File: config.mk
export PLATFORM = sky130hd
export DESIGN_NAME = sldt_ram
export DESIGN_NICKNAME = d
export VERILOG_FILES = /design/src/hdl/sldt_ram.sv
export SDC_FILE = /design/constraint.sdc
export NUM_CORES = 2
export LEC_CHECK = 0
export ABC_AREA = 1
export BUFFER_PORTS_ARGS = -buffer_cell sky130_fd_sc_hd__buf_2
export CELL_PAD_IN_SITES_DETAIL_PLACEMENT = 0
export CELL_PAD_IN_SITES_GLOBAL_PLACEMENT = 1
export CORE_UTILIZATION = 30
export CTS_BUF_LIST = sky130_fd_sc_hd__clkbuf_4
export CTS_CLUSTER_DIAMETER = 80
export DETAILED_ROUTE_END_ITERATION = 7
export GPL_ROUTABILITY_DRIVEN = 1
export PLACE_DENSITY = 0.47
export SETUP_SLACK_MARGIN = 0.3
export SLEW_MARGIN = 20
export SYNTH_ARGS = -nofsm -noshare
export SYNTH_HDL_FRONTEND = slang
export SYNTH_SLANG_ARGS = --single-unit
File: constraint.sdc
create_clock -name clock -period 4.84 [get_ports clock]
set_input_delay 0.242 -clock clock [delete_from_list [all_inputs] [get_ports clock]]
set_output_delay 0.242 -clock clock [all_outputs]
set_load 0.05 [all_outputs]
File: src/hdl/sldt_ram.sv
// Generic single-write, single-read RAM with registered read data.
// No dependencies.
module sldt_ram #(
   parameter int WIDTH = 32,
   parameter int DEPTH = 64
) (
   input  logic                     clock,
   input  logic                     wr_en,
   input  logic [$clog2(DEPTH)-1:0] wr_addr,
   input  logic [WIDTH-1:0]         wr_data,
   input  logic [$clog2(DEPTH)-1:0] rd_addr,
   output logic [WIDTH-1:0]         rd_data
);

   logic [WIDTH-1:0] mem [DEPTH];

   always_ff @(posedge clock) begin
      if (wr_en) begin
         mem[wr_addr] <= wr_data;
      end
      rd_data <= mem[rd_addr];
   end

endmodule

Yosys cells after proc, flatten, opt, wreduce, memory -nomap -nowiden
Memory sizes are Yosys's and may differ from the RTL's. A register that Yosys moved wholly into a read port is not among the register bits.
Index checks and enable logic that the tools add are counted.

operators by class
  multiplexer cells = 2

operator list
  cell               number
  1-bit two-way mux  2

word-level totals
  word-level logic and storage cells = 3
  RAM bits = 2,048
  output and inout bits = 32
  input port bits = 46
  bits in registers = 0
  memories = 1

memory list
  memory  words  bits a word  rd ports  clocked after memory_dff  wr ports  line  RTL
  mem     64     32           1         1                         1         15    logic [WIDTH-1:0] mem [DEPTH];

Depth between registers and ports, before layout
  depth in word-level cells = 2
  depth in mapped cells = 13
  mapped depth without buffers = 9

Least setup slack after synthesis
Ideal clock, no wire load.

  kind = input to register
  from = input wr_en
  to = memory mem[48][0] (enable)
  setup slack = 0.468 ns
  arrival = 3.870 ns
  buffers on the path = 1
  setup time = 0.502 ns
  required time = 4.338 ns
  stages on the path = 3
  cells stage by stage = clkbuf_1 > nand4_1 > nor4_1

on the way
  word-level cells in the longest chain between the ends = 2

ends and longest elaborated chain
  element                                  line  RTL
  start: declaration                       8     input logic wr_en,
  1-bit two-way mux                        18    if (wr_en) begin
  1-bit two-way mux (not written as such)  19    mem[wr_addr] <= wr_data;
  end: declaration                         15

No other way between the ends.

==> results.ini <==
[status]
outcome=finished, final reports clean

[cts]
clock_latency_ns=1.29
clk_path_buf_depth=4
htree_levels=6
postCtsSetupBuffers=0
ctsResizeCount=0
cts_tree=done
path_clk_slew_ns=0.06
ctsHoldBuffers=83
root_buffer=clkbuf_4
clock-sinks=2080
numCtsBuffers=592

[worst_setup_path]
crit_family=buffers and inverters
slowest_delay_ns=0.57
critPathKind=input port to flip-flop
crit_buf_inv=7
crit_arrival_ns=4.86
crit_chain=dlygate4sd3_1, buf_8, inv_16, buf_4, nand2_1, nand3_1, nand3_1, nand3_1, nand3_1, dlygate4sd3_1, nand2_1, nand2_1, dlygate4sd3_1, nand2_1, dlygate4sd3_1
required_ns=6.04
cp_slowest_cell=dlygate4sd3_1
cp_max_fo=144
end_kind=flip-flop
cp-start-kind=input port

[timing]
slew_headroom_pct=20.9
hold_viol=0
period_share_pct=75.5
timing.fmax_mhz=274
report.final.slew_viol_count=0
min_period_ns=3.65
fin_skew_ns=0.0827
worstMarginPinSlew_ns=1.19
tns_ns=0
setup-violations-final=0
worst_hold_slack_ns=0.141
rsz0062_at_grt=no

[floorplanning]
die_area_sq_um=278000
die_y_microns=527
initial_core_util_pct=30.2
core_area_sq_um=274000
die_w_microns=527
num_io_pins=78
rows=192

[logic_synthesis]
syn_area_per_cell_sq_um=12.2
synth_cell_types=16
synth_nets=6815
ys_seq_elements=2080
netlist_instances=6769
yosysWarnings=0
yosysSeqAreaShare_pct=75.1
synth_area_sq_um=82700

[route]
totalWireLength_microns=302000
first_pass_iters=6
avgRoutedWirePerCell_microns=26.7
viasPerCell=4.97
final_antenna_net_count=0
vias=56200
drt_iter0_drc=4503
drcViolationCount=0

[cells_and_area]
area_growth_syn_to_layout_pct=16.7
nets=7330
fillers=27300
instances_no_fill=11300
final_area_sq_um=96600
layout-drive-gt1-share_pct=17.0

[place]
hpwl_microns=158000
port_buffers=77
gp_congestion=0.801
placed_cells=10200
dpl_cell_area_sq_um=88100

[global_route]
grt.total_usage_pct=21.4
grt_max_degree=166
grt_pass1_vias=55800
grt_pass1_wl_microns=426000
grt-ovfl-total=0
antenna_found_initial=24

[power_and_ir_drop]
p_leak_uw=0.0344
ir_drop_mv=0.173
power_uw=39500
pwr_density_cell_nw_per_um2=409

[flow_run]
drv_cap=0

[worst_hold_path]
min_path_type=input port to flip-flop

[worst register-to-register path, stage by stage, from the launching register on]
cell and delay [ns]:
edfxtp_1 0.37, nand2_1 0.08, nand3_1 0.09, nand3_1 0.12
nand3_1 0.23, nand3_1 0.15, dlygate4sd3_1 0.56, nand2_1 0.05
nand2_1 0.05, dlygate4sd3_1 0.54, nand2_1 0.05, dlygate4sd3_1 0.55
[registers in the layout (all words and copies together) (netlist names)]
signal   count
mem       2048
rd_data     32
[layout by cell type (no fill, tap or decap), types with 6 or more instances in the layout]
cell type,instances
nor4_2,8
inv_1,6
buf_4,179
inv_2,23
bufinv_16,14
clkinv_1,71
dlygate4sd3_1,79
nand2_1,2248
clkbuf_4,907
nand3_1,1907
nand4_1,9
buf_12,41
edfxtp_1,2048
buf_2,62
nor2_4,56
dfxtp_1,32
[Yosys cell counts]
library cell / number / share of area, %
edfxtp_1: 2048 / 74
inv_4: 1 / 0.0076
buf_6: 3 / 0.041
buf_2: 282 / 1.7
nor2_1: 56 / 0.25
buf_8: 2 / 0.036
inv_2: 2 / 0.0091
dfxtp_1: 32 / 0.77
nand3_1: 1907 / 12
buf_1: 40 / 0.18
inv_1: 9 / 0.041
buf_4: 45 / 0.41
nand2_1: 2248 / 10
nor4_1: 8 / 0.060
nand4_1: 9 / 0.068
clkbuf_1: 77 / 0.35
[logic make-up (layout without fill, tap and decap cells)]
kind of cell / count (synthesis) / after routing / share of synthesized area, %
buffers and inverters: 461 / 1407 / 2.78
flip-flops: 2080 / 2080 / 75.1
other: 0 / 2 / 0
AND/OR/NAND/NOR: 4228 / 4228 / 22.1
[through the flow]
stage | setup slack (ns) | utilization, %
4_1_cts | 1.44 | 35.3
3_3_place_gp | 1.48 | 32.1
2_1_floorplan | 0.468 | -
5_1_grt | 1.06 | 35.3
6_report | 1.19 | 35.3
3_5_place_dp | 1.48 | 32.2
[final timing paths]
| kind | to | cells after the start | slack, ns | from |
|---|---|---|---|---|
| worst min register to register | rd_data[29]$_DFF_P_ | 8 | 0.80 | mem[12][29]$_DFFE_PP_ |
| worst max-delay path | rd_data[31]$_DFF_P_ | 15 | 1.19 | rd_addr[0] |
| worst min-delay path | mem[61][22]$_DFFE_PP_ | 2 | 0.14 | wr_data[22] |
| worst max register to register | rd_data[31]$_DFF_P_ | 11 | 1.88 | mem[63][31]$_DFFE_PP_ |
[final cells by class]
type,instances,area [sq um],area share (%)
sequential,2080,62100,64.3
tap,3589,4490,4.65
inverter,12,86.3,0.0894
antenna,2,5.00,0.00518
multi-input combinational,4228,18800,19.4
clock inverter,118,841,0.870
clock buffer,907,6810,7.05
timing repair buffer,370,3450,3.57
[routing by layer]
layer  track usage (%)  up-vias  share of wire, %
li1                  -    25600                 -
met1              29.3    28600                45
met2              35.2     1601                48
met3              3.39      428               4.9
met4              5.70        8               2.0
met5                 0        -             0.018
[power breakdown]
group,internal (uW),total [uW],switching [uW]
clock network,9220,16800,7590
registers,19900,20000,104
logic,619,2690,2070
total,29800,39500,9770
No activity file was read; power rests on OpenSTA's default activity.
