**config.mk**
```make
export PLATFORM = sky130hd
export DESIGN_NAME = sldt_div
export DESIGN_NICKNAME = d
export VERILOG_FILES = /design/src/hdl/sldt_pkg.sv /design/src/hdl/sldt_div.sv
export SDC_FILE = /design/constraint.sdc
export NUM_CORES = 1
export LEC_CHECK = 0
export ABC_AREA = 1
export ABC_CLOCK_PERIOD_IN_PS = 7340
export BUFFER_PORTS_ARGS = -buffer_cell sky130_fd_sc_hd__buf_2
export CAP_MARGIN = 15
export CORE_MARGIN = 8
export CORE_UTILIZATION = 51
export DETAILED_ROUTE_END_ITERATION = 8
export GPL_ROUTABILITY_DRIVEN = 0
export PLACE_DENSITY = 0.89
export SYNTH_ARGS = -nofsm -noshare
export SYNTH_HDL_FRONTEND = slang
export SYNTH_SLANG_ARGS = --single-unit
```
**constraint.sdc**
```tcl
create_clock -name clock -period 7.34 [get_ports clock]
set_input_delay 0.734 -clock clock [delete_from_list [all_inputs] [get_ports clock]]
set_output_delay 0.734 -clock clock [all_outputs]
set_load 0.005 [all_outputs]
```
**src/hdl/sldt_pkg.sv**
```systemverilog
// Shared types and constants for the segmented line distance transform.
// No dependencies.
package sldt_pkg;

   localparam int LABEL_W = 16;
   localparam int DIST_W  = 32;
   localparam int VOX_W   = 16;
   localparam int HGT_W   = 48;
   localparam int DEN_W   = 24;
   localparam int CSR_W   = 16;

   localparam logic [DIST_W-1:0] DIST_INF = '1;
   localparam logic [VOX_W-1:0]  VOX_RESET = 16'd256;

   localparam logic [0:0] CSR_VOXEL_SIZE = 1'b0;
   localparam logic [0:0] CSR_EDGE_BOUND = 1'b1;

   typedef struct packed {
      logic             start;
      logic [HGT_W-1:0] num;
      logic [DEN_W-1:0] den;
   } div_req_type;

   typedef struct packed {
      logic             done;
      logic [HGT_W-1:0] quo;
      logic             rem_nz;
   } div_rsp_type;

endpackage

```
**src/hdl/sldt_div.sv**
```systemverilog
// Restoring unsigned divider, one quotient bit per cycle.
// Depends on sldt_pkg.
module sldt_div (
   input  logic                 clock,
   input  logic                 reset,
   input  sldt_pkg::div_req_type div_req,
   output sldt_pkg::div_rsp_type div_rsp
);
   import sldt_pkg::*;

   localparam int CNT_W = $clog2(HGT_W + 1);

   logic [HGT_W-1:0] quo_ff;
   logic [DEN_W-1:0] rem_ff;
   logic [DEN_W-1:0] den_ff;
   logic [CNT_W-1:0] cnt_ff;
   logic             busy_ff;
   logic             done_ff;
   logic [DEN_W:0]   trial_in;
   logic [DEN_W:0]   diff_in;

   always_comb begin
      trial_in = {rem_ff, quo_ff[HGT_W-1]};
      diff_in  = trial_in - {1'b0, den_ff};
   end

   always_ff @(posedge clock) begin
      if (reset) begin
         busy_ff <= 1'b0;
         done_ff <= 1'b0;
         cnt_ff  <= '0;
      end else begin
         done_ff <= 1'b0;
         if (div_req.start) begin
            busy_ff <= 1'b1;
            cnt_ff  <= CNT_W'(HGT_W);
            quo_ff  <= div_req.num;
            den_ff  <= div_req.den;
            rem_ff  <= '0;
         end else if (busy_ff) begin
            if (!diff_in[DEN_W]) begin
               rem_ff <= diff_in[DEN_W-1:0];
               quo_ff <= {quo_ff[HGT_W-2:0], 1'b1};
            end else begin
               rem_ff <= trial_in[DEN_W-1:0];
               quo_ff <= {quo_ff[HGT_W-2:0], 1'b0};
            end
            cnt_ff <= cnt_ff - 1'b1;
            if (cnt_ff == CNT_W'(1)) begin
               busy_ff <= 1'b0;
               done_ff <= 1'b1;
            end
         end
      end
   end

   assign div_rsp.done   = done_ff;
   assign div_rsp.quo    = quo_ff;
   assign div_rsp.rem_nz = (rem_ff != '0);

`ifndef SYNTHESIS
   a_done_after_busy: assert property (@(posedge clock) disable iff (reset)
      done_ff |-> $past(busy_ff)) else $error("divider done without work");
   a_cnt_range: assert property (@(posedge clock) disable iff (reset)
      busy_ff |-> cnt_ff != '0) else $error("divider count underflow");
   a_start_idle: assert property (@(posedge clock) disable iff (reset)
      div_req.start |-> !busy_ff) else $error("divider restarted while busy");
`endif

endmodule

```
# Yosys cells after proc, flatten, opt, wreduce, memory -nomap -nowiden
# Index checks and enable logic that the tools add are counted.
[word_totals] ff_bits=104 inputBits=75 out_inout_bits=50 word_cells=29
[op_classes] n_addsub=2 n_eq_ne=1 mux=11 bitwise_logic=2 n_reduce_logical=6
[ops] op="48-bit two-way mux" n=2
[ops] op="24-bit two-way mux" n=2
[ops] op="25-bit by 24-bit subtractor with 25-bit output" n=1
[ops] op="24-bit nonzero test" n=1
[ops] op="6-bit two-way mux" n=2
[ops] op="6-bit by 1-bit == test with 1-bit output (second input constant)" n=1
[ops] op="6-bit by 1-bit subtractor with 6-bit output (second input constant)" n=1
[ops] op="1-bit two-way mux" n=5
[ops] op="2-bit AND reduction" n=2
[ops] op="3-bit OR reduction" n=1
[ops] op="1-bit NOT" n=2
[ops] op="2-bit nonzero test" n=1
[ops] op="2-bit OR reduction" n=1

# Depth between registers and ports, before layout
# Gate-level depths: netlist (run 1).
[depth] word_depth=4 mapped_depth=15

# Worst setup path after synthesis (run 1)
# No wires, ideal clock.
[synth_timing] path_kind="input port to flip-flop" startpoint="input port div_req[72] (netlist bit)" endpoint="register quo_ff[0] (enable)" arrival_time_ns=6.252 required_ns=6.738 slack_ns=0.486 path_stages=4 n_path_buf=2 path_cell_list="clkbuf_1 > inv_2 > clkbuf_1 > o21ai_0"
[synth_between] elab_chain_cells=2
[synth_rtl] item="start, declared" line_no="sldt_div.sv:6" rtl="input sldt_pkg::div_req_type div_req,"
[synth_rtl] item="2-bit nonzero test (no source line)"
[synth_rtl] item="2-bit AND reduction (no source line)"
[synth_rtl] item="end signal, assigned" line_no="sldt_div.sv:37" rtl="quo_ff <= div_req.num;"
[synth_rtl] item="end signal, assigned" line_no="sldt_div.sv:43" rtl="quo_ff <= {quo_ff[HGT_W-2:0], 1'b1};"
[synth_rtl] item="end signal, assigned" line_no="sldt_div.sv:46" rtl="quo_ff <= {quo_ff[HGT_W-2:0], 1'b0};"
[synth_rtl] item="end, declared" line_no="sldt_div.sv:13" rtl="logic [HGT_W-1:0] quo_ff;"
# Every way passes these cells.
# A chain may end at the register's enable or synchronous reset.

# Worst setup path after layout (run 1)
[layout_timing] startpoint="register quo_ff[47]" endpoint="register rem_ff[19], data pin"
[layout_between] elab_chain_cells=3
[layout_rtl] item="25-bit by 24-bit subtractor with 25-bit output" line_no="sldt_div.sv:24" rtl="diff_in = trial_in - {1'b0, den_ff};"
[layout_rtl] item="24-bit two-way mux" line_no="sldt_div.sv:41" rtl="if (!diff_in[DEN_W]) begin"
[layout_rtl] item="24-bit two-way mux" line_no="sldt_div.sv:40" rtl="end else if (busy_ff) begin"
[layout_rtl] item="end signal, assigned" line_no="sldt_div.sv:42" rtl="rem_ff <= diff_in[DEN_W-1:0];"
[layout_rtl] item="end signal, assigned" line_no="sldt_div.sv:45" rtl="rem_ff <= trial_in[DEN_W-1:0];"
[layout_rtl] item="end, declared" line_no="sldt_div.sv:14" rtl="logic [DEN_W-1:0] rem_ff;"
# Every way passes these cells. The select of a mux whose other input is x is not followed.

==> results_tabular.tex, run 1 <==
\begin{tabular}{lr}
\hline
Metric & Value \\
\hline
\multicolumn{2}{l}{\textbf{STA}} \\
Final setup skew & 0.0148 ns \\
Final setup fails & 0 \\
Worst slack on hold paths & 0.520 ns \\
Accumulated negative setup slack & 0 ns \\
Final hold violation count & 0 \\
Final period utilization & 38.6\% \\
Shortest clock period the worst path allows after layout & 2.83 ns \\
Unrepaired setup endpoints after global routing & false \\
Slew of the pin with the lowest slew margin & 0.913 ns \\
Max Clock Freq & 0.353 GHz \\
Worst relative slew slack & 39.1\% \\
Number of pins exceeding their max-slew limit in the final report & 0 \\
\multicolumn{2}{l}{\textbf{Die}} \\
Top-Level Pins & 125 \\
Placeable Area & 0.0120 mm² \\
Starting density of the core & 52.4\% \\
Floorplan die area & 0.0161 mm² \\
Die X & 127 µm \\
DIE HEIGHT & 127 µm \\
Floorplan row count & 40 \\
\multicolumn{2}{l}{\textbf{Drt}} \\
TritonRoute pass-1 iters & 6 \\
Wire length per cell & 15.4 µm \\
Number of violations reported at the end of detailed-routing iteration 0 & 539 \\
Vias & 5754 \\
DR DRC count & 0 \\
Antenna-violating nets left & 0 \\
Sum of routed wire length over all layers & 17000 µm \\
Vias per cell & 5.21 \\
\multicolumn{2}{l}{\textbf{Power and ir drop}} \\
Combinational share of power & 30.1\% \\
Clock power share & 26.8\% \\
Post-route total power & 1780 µW \\
Switching Fraction & 35.4\% \\
IR drop worst, VDD & 0.174 mV \\
Register share of total power & 43.2\% \\
Power spent charging and discharging nets & 629 µW \\
Internal portion of total power & 1150 µW \\
Leakage power total & 0.00390 µW \\
Power density normalized to cell area & 243 mW/mm² \\
\multicolumn{2}{l}{\textbf{Placed design}} \\
HPWL after DPL & 12700 µm \\
Cell count after placement & 1088 \\
Placed inst area & 0.00704 mm² \\
Number of port buffers & 124 \\
\multicolumn{2}{l}{\textbf{GRT}} \\
Largest net degree at the start of global routing & 77 \\
Number of global-route vias before repair & 5644 \\
First-pass GRT wire length & 27200 µm \\
Met2 Usage GRT & 35.2\% \\
Met1 capacity usage during global routing & 25.0\% \\
Grt peak-use layer & met2 \\
Met3 global-route usage & 7.03\% \\
Antenna violations before repair & 0 \\
Remaining global-route overflow & 0 \\
GR Util All Layers & 21.1\% \\
\multicolumn{2}{l}{\textbf{Yosys}} \\
Cell types occupying the most area after synthesis & sky130\_fd\_sc\_hd\_\_edfxtp\_1 (46\%), sky130\_fd\_sc\_hd\_\_nand2\_1 (21\%), sky130\_fd\_sc\_hd\_\_inv\_1 (8.1\%), sky130\_fd\_sc\_hd\_\_ha\_1 (5.2\%), sky130\_fd\_sc\_hd\_\_nor2\_1 (5.0\%) \\
Gate count after technology mapping & 834 \\
Number of storage elements in the synthesis netlist & 104 \\
Number of flops mapped to enable cells by yosys & 96 \\
Post-synthesis instance area & 0.00629 mm² \\
Synth cell types & 35 \\
Leading post-synthesis cells by instance count & sky130\_fd\_sc\_hd\_\_nand2\_1 (351), sky130\_fd\_sc\_hd\_\_inv\_1 (136), sky130\_fd\_sc\_hd\_\_edfxtp\_1 (96), sky130\_fd\_sc\_hd\_\_nor2\_1 (84), sky130\_fd\_sc\_hd\_\_nand3\_1 (43) \\
Synthesis Warnings & 0 \\
Dominant cell type by area after synthesis & sky130\_fd\_sc\_hd\_\_edfxtp\_1 \\
Most common cell in the netlist & sky130\_fd\_sc\_hd\_\_nand2\_1 \\
Share of the synthesized area in the top cell type & 45.8\% \\
Async SR Flop Fraction & 0\% \\
Syn Area/Cell & 7.54 µm² \\
Mapped Nets & 936 \\
Portion of the post-synthesis area used by sequential elements & 48.4\% \\
Flip-flop cell with the highest count after synthesis & sky130\_fd\_sc\_hd\_\_edfxtp\_1 \\
\multicolumn{2}{l}{\textbf{Min path}} \\
Classification of the worst-slack hold path & reg -> reg \\
\multicolumn{2}{l}{\textbf{Finish}} \\
Cell area after layout & 0.00733 mm² \\
Relative area change from synthesis to final layout & 16.5\% \\
Layout cells sized above 1 & 16.1\% \\
Filler-free cell count of the finished design & 1104 \\
Number of inserted filler cells in the final layout & 995 \\
Number of antenna diodes & 0 \\
Net total in the final layout & 1054 \\
\multicolumn{2}{l}{\textbf{Setup path}} \\
Worst endpoint data arrival time & 2.93 ns \\
Largest fanout of any net on the critical path & 15 \\
Endpoint class of the critical path & flop \\
Worst Setup Path Type & reg -> reg \\
R2r setup slk & 4.51 ns \\
Kind of start point of the critical path & flop \\
Data required time at the worst endpoint & 7.44 ns \\
\multicolumn{2}{l}{\textbf{CTS}} \\
TritonCTS Buffers & 9 \\
Buffers from clock root to sink, at most & 2 \\
CTS-repair resized insts & 0 \\
Number of setup buffers added after CTS & 0 \\
Clock transition time at the flip-flop clock pins of the worst setup and hold paths & 0.08 ns \\
Root Driver & sky130\_fd\_sc\_hd\_\_clkbuf\_16 \\
Source-to-sink clock delay at the later pin of the worst-skew pair & 0.36 ns \\
CTS tree & built \\
CTS H-tree lvls & 3 \\
Hold\_buf cts & 0 \\
Total number of clock tree sinks & 104 \\
\multicolumn{2}{l}{\textbf{Run status}} \\
Result of the run & complete, no violations \\
\multicolumn{2}{l}{\textbf{Run}} \\
Max-capacitance violation count & 0 \\
\hline
\end{tabular}
flip-flops by register name, summed over array words and instances (netlist names):
name and flops:
quo_ff 48, den_ff 24, rem_ff 24, cnt_ff 6, busy_ff 1, done_ff 1
worst max-delay path, stage by stage (launching register included):
cell and delay, ns:
sky130_fd_sc_hd__edfxtp_1 0.37, sky130_fd_sc_hd__inv_1 0.06, sky130_fd_sc_hd__ha_1 0.22, sky130_fd_sc_hd__fa_1 0.41, sky130_fd_sc_hd__inv_1 0.12, sky130_fd_sc_hd__nand2_1 0.06
sky130_fd_sc_hd__nand2_1 0.07, sky130_fd_sc_hd__nand3_1 0.06, sky130_fd_sc_hd__nand2_1 0.15, sky130_fd_sc_hd__nand2_1 0.14, sky130_fd_sc_hd__nand4_1 0.37, sky130_fd_sc_hd__nand2_2 0.30
sky130_fd_sc_hd__nor2_1 0.20, sky130_fd_sc_hd__nor2_1 0.07
through the flow:
step / worst slack (ns) / util (%)
2_1_floorplan: 0.486 / -
4_1_cts: 4.55 / 61.0
5_1_grt: 4.28 / 61.0
6_report: 4.51 / 61.0
3_5_place_dp: 4.54 / 58.6
3_3_place_gp: 4.61 / 58.6
path summary, 6_finish.rpt:
| path | startpoint | endpoint | cells past startpoint |
|---|---|---|---|
| setup / recovery | quo_ff[47] | rem_ff[19] | 13 |
| hold / removal | cnt_ff[1] | cnt_ff[1] | 2 |
| setup reg to reg | quo_ff[47] | rem_ff[19] | 13 |
| hold reg to reg | cnt_ff[1] | cnt_ff[1] | 2 |
power groups by stage:
stage / logic [µW] / clock network (µW) / registers [µW]
4_1_cts: 527 / 480 / 766
5_1_grt: 603 / 499 / 773
3_5_place_dp: 521 / 0 / 776
3_3_place_gp: 504 / 0 / 775
2_1_floorplan: 375 / 0 / 772
6_report: 534 / 476 / 767
final cells by class:
cell class / count / area (µm²) / area share, %
inverter: 138 / 518 / 7.07
multi-input combinational: 572 / 2650 / 36.2
timing repair buffer: 127 / 643 / 8.77
sequential: 104 / 3040 / 41.5
tap: 147 / 184 / 2.51
clock inverter: 7 / 66.3 / 0.905
clock buffer: 9 / 225 / 3.07
per-layer routing:
metal | wire length (µm) | vias up | share of wire (%)
li1 | - | 2834 | -
met1 | 6670 | 2563 | 39
met2 | 8070 | 326 | 48
met3 | 1870 | 31 | 11
met4 | 341 | 0 | 2.0
met5 | 0 | - | 0
cells by family (layout without fill, tap and decap cells):
family	after synthesis	in the layout	share of synthesized area, %
and+or+nand+nor	512	512	32.9
adders and majority gates	27	27	5.49
AOI/OAI and AO/OA	21	21	1.83
DFF	104	104	48.4
xor gates and xnor gates	12	12	1.67
buffers and inverters	158	281	9.73
placed cells by master (no fill, tap or decap), types with 4 or more instances in the layout:
cell,n
sky130_fd_sc_hd__nor2_1,83
sky130_fd_sc_hd__xor2_1,8
sky130_fd_sc_hd__nor4_1,4
sky130_fd_sc_hd__buf_2,124
sky130_fd_sc_hd__clkbuf_16,9
sky130_fd_sc_hd__nand2_1,351
sky130_fd_sc_hd__a21oi_1,12
sky130_fd_sc_hd__inv_1,136
sky130_fd_sc_hd__nand3_1,43
sky130_fd_sc_hd__xnor2_1,4
sky130_fd_sc_hd__nand2_2,4
sky130_fd_sc_hd__edfxtp_1,96
sky130_fd_sc_hd__nand4_1,13
sky130_fd_sc_hd__dfxtp_1,8
sky130_fd_sc_hd__ha_1,26
No activity file was read; power rests on OpenSTA's default activity.
==> run 2: changes to the inputs <==
--- a/config.mk
+++ b/config.mk
@@ -6,7 +6,7 @@
 export NUM_CORES = 1
 export LEC_CHECK = 0
 export ABC_AREA = 1
-export ABC_CLOCK_PERIOD_IN_PS = 7340
+export ABC_CLOCK_PERIOD_IN_PS = 2500
 export BUFFER_PORTS_ARGS = -buffer_cell sky130_fd_sc_hd__buf_2
 export CAP_MARGIN = 15
 export CORE_MARGIN = 8
==> constraint.sdc (replaced) <==
create_clock -name clock -period 2.5 [get_ports clock]
set_input_delay 0.25 -clock clock [delete_from_list [all_inputs] [get_ports clock]]
set_output_delay 0.25 -clock clock [all_outputs]
set_load 0.005 [all_outputs]
==> run 2 against run 1 <==
Compared with the run above:
- the flow now finishes with violations (negative setup slack)
- worst hold slack worse by 0.45 ns
- sequential power rose to 2.9 times the previous value
- cell area up 4.1%
- combinational power rose to 3.3 times the previous value
- clock power rose to 3.1 times the previous value
- largest power group unchanged
==> results_tabular.tex, run 2 (same netlist as run 1, synthesis figures left out) <==
\begin{tabular}{lr}
\hline
Metric & Value \\
\hline
\multicolumn{2}{l}{\textbf{Finish}} \\
Net total in the final layout & 1069 (+1.4\%) \\
Leading cell types in the layout, fill and taps excluded & sky130\_fd\_sc\_hd\_\_nand2\_1 (348), sky130\_fd\_sc\_hd\_\_inv\_1 (135), sky130\_fd\_sc\_hd\_\_buf\_2 (124) \\
Max FFs per register & 48 (unchanged) \\
Number of antenna diodes & 0 (unchanged) \\
Layout cells sized above 1 & 19.4\% (+3.4 points) \\
Relative area change from synthesis to final layout & 21.3\% \\
Cell area after layout & 0.00763 mm² (+4.1\%) \\
Register name with the most flops & quo\_ff \\
Most common library cell in the layout ignoring fill and taps & sky130\_fd\_sc\_hd\_\_nand2\_1 \\
Top flop regs & quo\_ff (48), den\_ff (24), rem\_ff (24) \\
\multicolumn{2}{l}{\textbf{GRT}} \\
Largest net degree at the start of global routing & 77 (unchanged) \\
Remaining global-route overflow & 0 (unchanged) \\
GR Util All Layers & 21.3\% (+0.16 points) \\
Antenna violations before repair & 0 (unchanged) \\
Number of global-route vias before repair & 5791 (+2.6\%) \\
First-pass GRT wire length & 27600 µm (+1.5\%) \\
\multicolumn{2}{l}{\textbf{CTS}} \\
CTS tree & built \\
Root Driver & sky130\_fd\_sc\_hd\_\_clkbuf\_16 \\
Clock transition time at the flip-flop clock pins of the worst setup and hold paths & 0.08 ns (about the same) \\
Buffers from clock root to sink, at most & 2 (unchanged) \\
CTS H-tree lvls & 3 (unchanged) \\
Source-to-sink clock delay at the later pin of the worst-skew pair & 0.35 ns (about the same) \\
Total number of clock tree sinks & 104 (unchanged) \\
TritonCTS Buffers & 9 (unchanged) \\
\multicolumn{2}{l}{\textbf{Setup path}} \\
Data required time at the worst endpoint & 2.59 ns (-4.85 ns) \\
Worst endpoint data arrival time & 2.61 ns (-0.32 ns) \\
Worst Setup Path Type & reg -> reg \\
End of the worst register-to-register path & quo\_ff[0] \\
R2r setup slk & -0.02 ns (-4.52 ns) \\
Worst Reg2Reg Path Length in Cells & 12 (-1) \\
Worst R2R Start & rem\_ff[3] \\
Largest fanout of any net on the critical path & 7 (-8) \\
Kind of start point of the critical path & flop \\
Endpoint class of the critical path & flop \\
\multicolumn{2}{l}{\textbf{Drt}} \\
Number of violations reported at the end of detailed-routing iteration 0 & 672 (+25\%) \\
Sum of routed wire length over all layers & 17600 µm (+3.9\%) \\
Vias per cell & 5.32 (+2.1\%) \\
Wire length per cell & 15.7 µm (+2.5\%) \\
DR DRC count & 0 (unchanged) \\
Vias & 5957 (+3.5\%) \\
TritonRoute pass-1 iters & 8 (+2) \\
Antenna-violating nets left & 0 (unchanged) \\
\multicolumn{2}{l}{\textbf{STA}} \\
Accumulated negative setup slack & -0.0441 ns (-0.0441 ns) \\
Worst relative slew slack & 46.1\% (+6.9 points) \\
Final setup fails & 5 (+5) \\
Number of pins exceeding their max-slew limit in the final report & 0 (unchanged) \\
Final period utilization & 101\% (+62 points) \\
Max Clock Freq & 0.397 GHz (+13\%) \\
Slew of the pin with the lowest slew margin & 0.806 ns (-0.107 ns) \\
Shortest clock period the worst path allows after layout & 2.52 ns (-0.317 ns) \\
Final setup skew & 0.00860 ns (-0.00617 ns) \\
Final hold violation count & 0 (unchanged) \\
Setup slack after layout & -0.0172 ns (-4.52 ns) \\
\multicolumn{2}{l}{\textbf{Power and ir drop}} \\
Post-route total power & 5490 µW (+210\%) \\
Power spent charging and discharging nets & 1890 µW (+200\%) \\
Switching Fraction & 34.5\% (-0.92 points) \\
IR drop worst, VDD & 0.494 mV (+180\%) \\
Leakage power total & 0.00399 µW (+2.3\%) \\
Power density normalized to cell area & 720 mW/mm² (+200\%) \\
Internal portion of total power & 3600 µW (+210\%) \\
Clock power share & 26.9\% (about the same) \\
Combinational share of power & 32.1\% (+2.0 points) \\
Register share of total power & 41.0\% (-2.2 points) \\
\multicolumn{2}{l}{\textbf{Run status}} \\
Violations in the final reports & negative setup slack \\
Result of the run & finished, violations left \\
\multicolumn{2}{l}{\textbf{Die}} \\
Starting density of the core & 52.4\% (unchanged) \\
Placeable Area & 0.0120 mm² (unchanged) \\
DIE HEIGHT & 127 µm (unchanged) \\
Die X & 127 µm (unchanged) \\
Floorplan row count & 40 (unchanged) \\
Top-Level Pins & 125 (unchanged) \\
Floorplan die area & 0.0161 mm² (unchanged) \\
\multicolumn{2}{l}{\textbf{Min path}} \\
Classification of the worst-slack hold path & in -> reg \\
Hold Path Cell Cnt & 1 (-1) \\
Hold Crit Start & div\_req[0] \\
Hold path endpoint & den\_ff[0] \\
\multicolumn{2}{l}{\textbf{Placed design}} \\
Number of port buffers & 124 (unchanged) \\
HPWL after DPL & 12700 µm (about the same) \\
Placed inst area & 0.00714 mm² (+1.4\%) \\
Setup slack after placement & 0.178 ns (-4.36 ns) \\
\multicolumn{2}{l}{\textbf{Run}} \\
Max-capacitance violation count & 0 (unchanged) \\
\hline
\end{tabular}
run 2: cell types whose count changed in the layout (fill, tap and decap cells not counted), sizes merged:
cell / change
buf: +15
bufinv: +1
clkinv: -2
inv: +1
run 2: area by class of cell:
class | instances | area, µm²
clock inverters | 7 | 87.6
repair buffers | 142 | 801
multi-input cells | 572 | 2770
flip-flops and latches | 104 | 3040
well taps | 147 | 184
fillers | 933 | 4380
clock buffers | 9 | 225
inverters | 138 | 518
run 2: worst max-delay path, stage by stage, from the launching register on:
cell	delay, ns
sky130_fd_sc_hd__edfxtp_1	0.45
sky130_fd_sc_hd__ha_1	0.40
sky130_fd_sc_hd__nand2_1	0.14
sky130_fd_sc_hd__nor2_1	0.24
sky130_fd_sc_hd__nand3_1	0.14
sky130_fd_sc_hd__nand2_2	0.10
sky130_fd_sc_hd__nand2_2	0.08
sky130_fd_sc_hd__nand3_2	0.10
sky130_fd_sc_hd__nand2_1	0.13
sky130_fd_sc_hd__nand2_4	0.13
sky130_fd_sc_hd__buf_4	0.18
sky130_fd_sc_hd__buf_4	0.12
sky130_fd_sc_hd__o21ai_1	0.05
run 2: worst max-delay path by stage:
| stage | from | end | cells after the start |
|---|---|---|---|
| 2_1_floorplan | div_req[72] | quo_ff[0] | 4 |
| 3_3_place_gp | quo_ff[47] | rem_ff[18] | 13 |
| 3_5_place_dp | quo_ff[47] | rem_ff[14] | 13 |
| 4_1_cts | quo_ff[47] | rem_ff[15] | 13 |
| 5_1_grt | rem_ff[20] | rem_ff[14] | 11 |
| 6_report | rem_ff[3] | quo_ff[0] | 12 |
run 2: power groups by stage:
stage | Sequential, µW | Combinational [µW] | Clock [µW]
6_report | 2250 | 1760 | 1480
5_1_grt | 2270 | 1970 | 1550
4_1_cts | 2240 | 1600 | 1490
3_5_place_dp | 2270 | 1570 | 0
3_3_place_gp | 2270 | 1520 | 0
2_1_floorplan | 2250 | 1100 | 0
run 2: routing by layer:
metal,vias up,GRT usage [%],part of all wire (%)
met4,0,8.54,3.7
li1,2865,-,-
met3,62,5.74,11
met2,350,36.1,47
met5,-,0,0
met1,2680,25.1,38
run 2: metrics by stage:
step	util [%]	hold slack, ns	instances
floorplan	-	0.319	834
finish	63.5	0.0682	1119
global route	63.5	0.0615	1119
detailed placement	59.4	0.428	1098
CTS	62.0	0.0611	1114
global placement	59.4	0.428	1098
run 2: what timing repair did:
| item | CTS | global route |
|---|---|---|
| setup buffers | 0 | 4 |
| hold buffers | 0 | 0 |
| endpoints found under the setup margin | 0 | 25 |
| resized for setup | 0 | 25 |
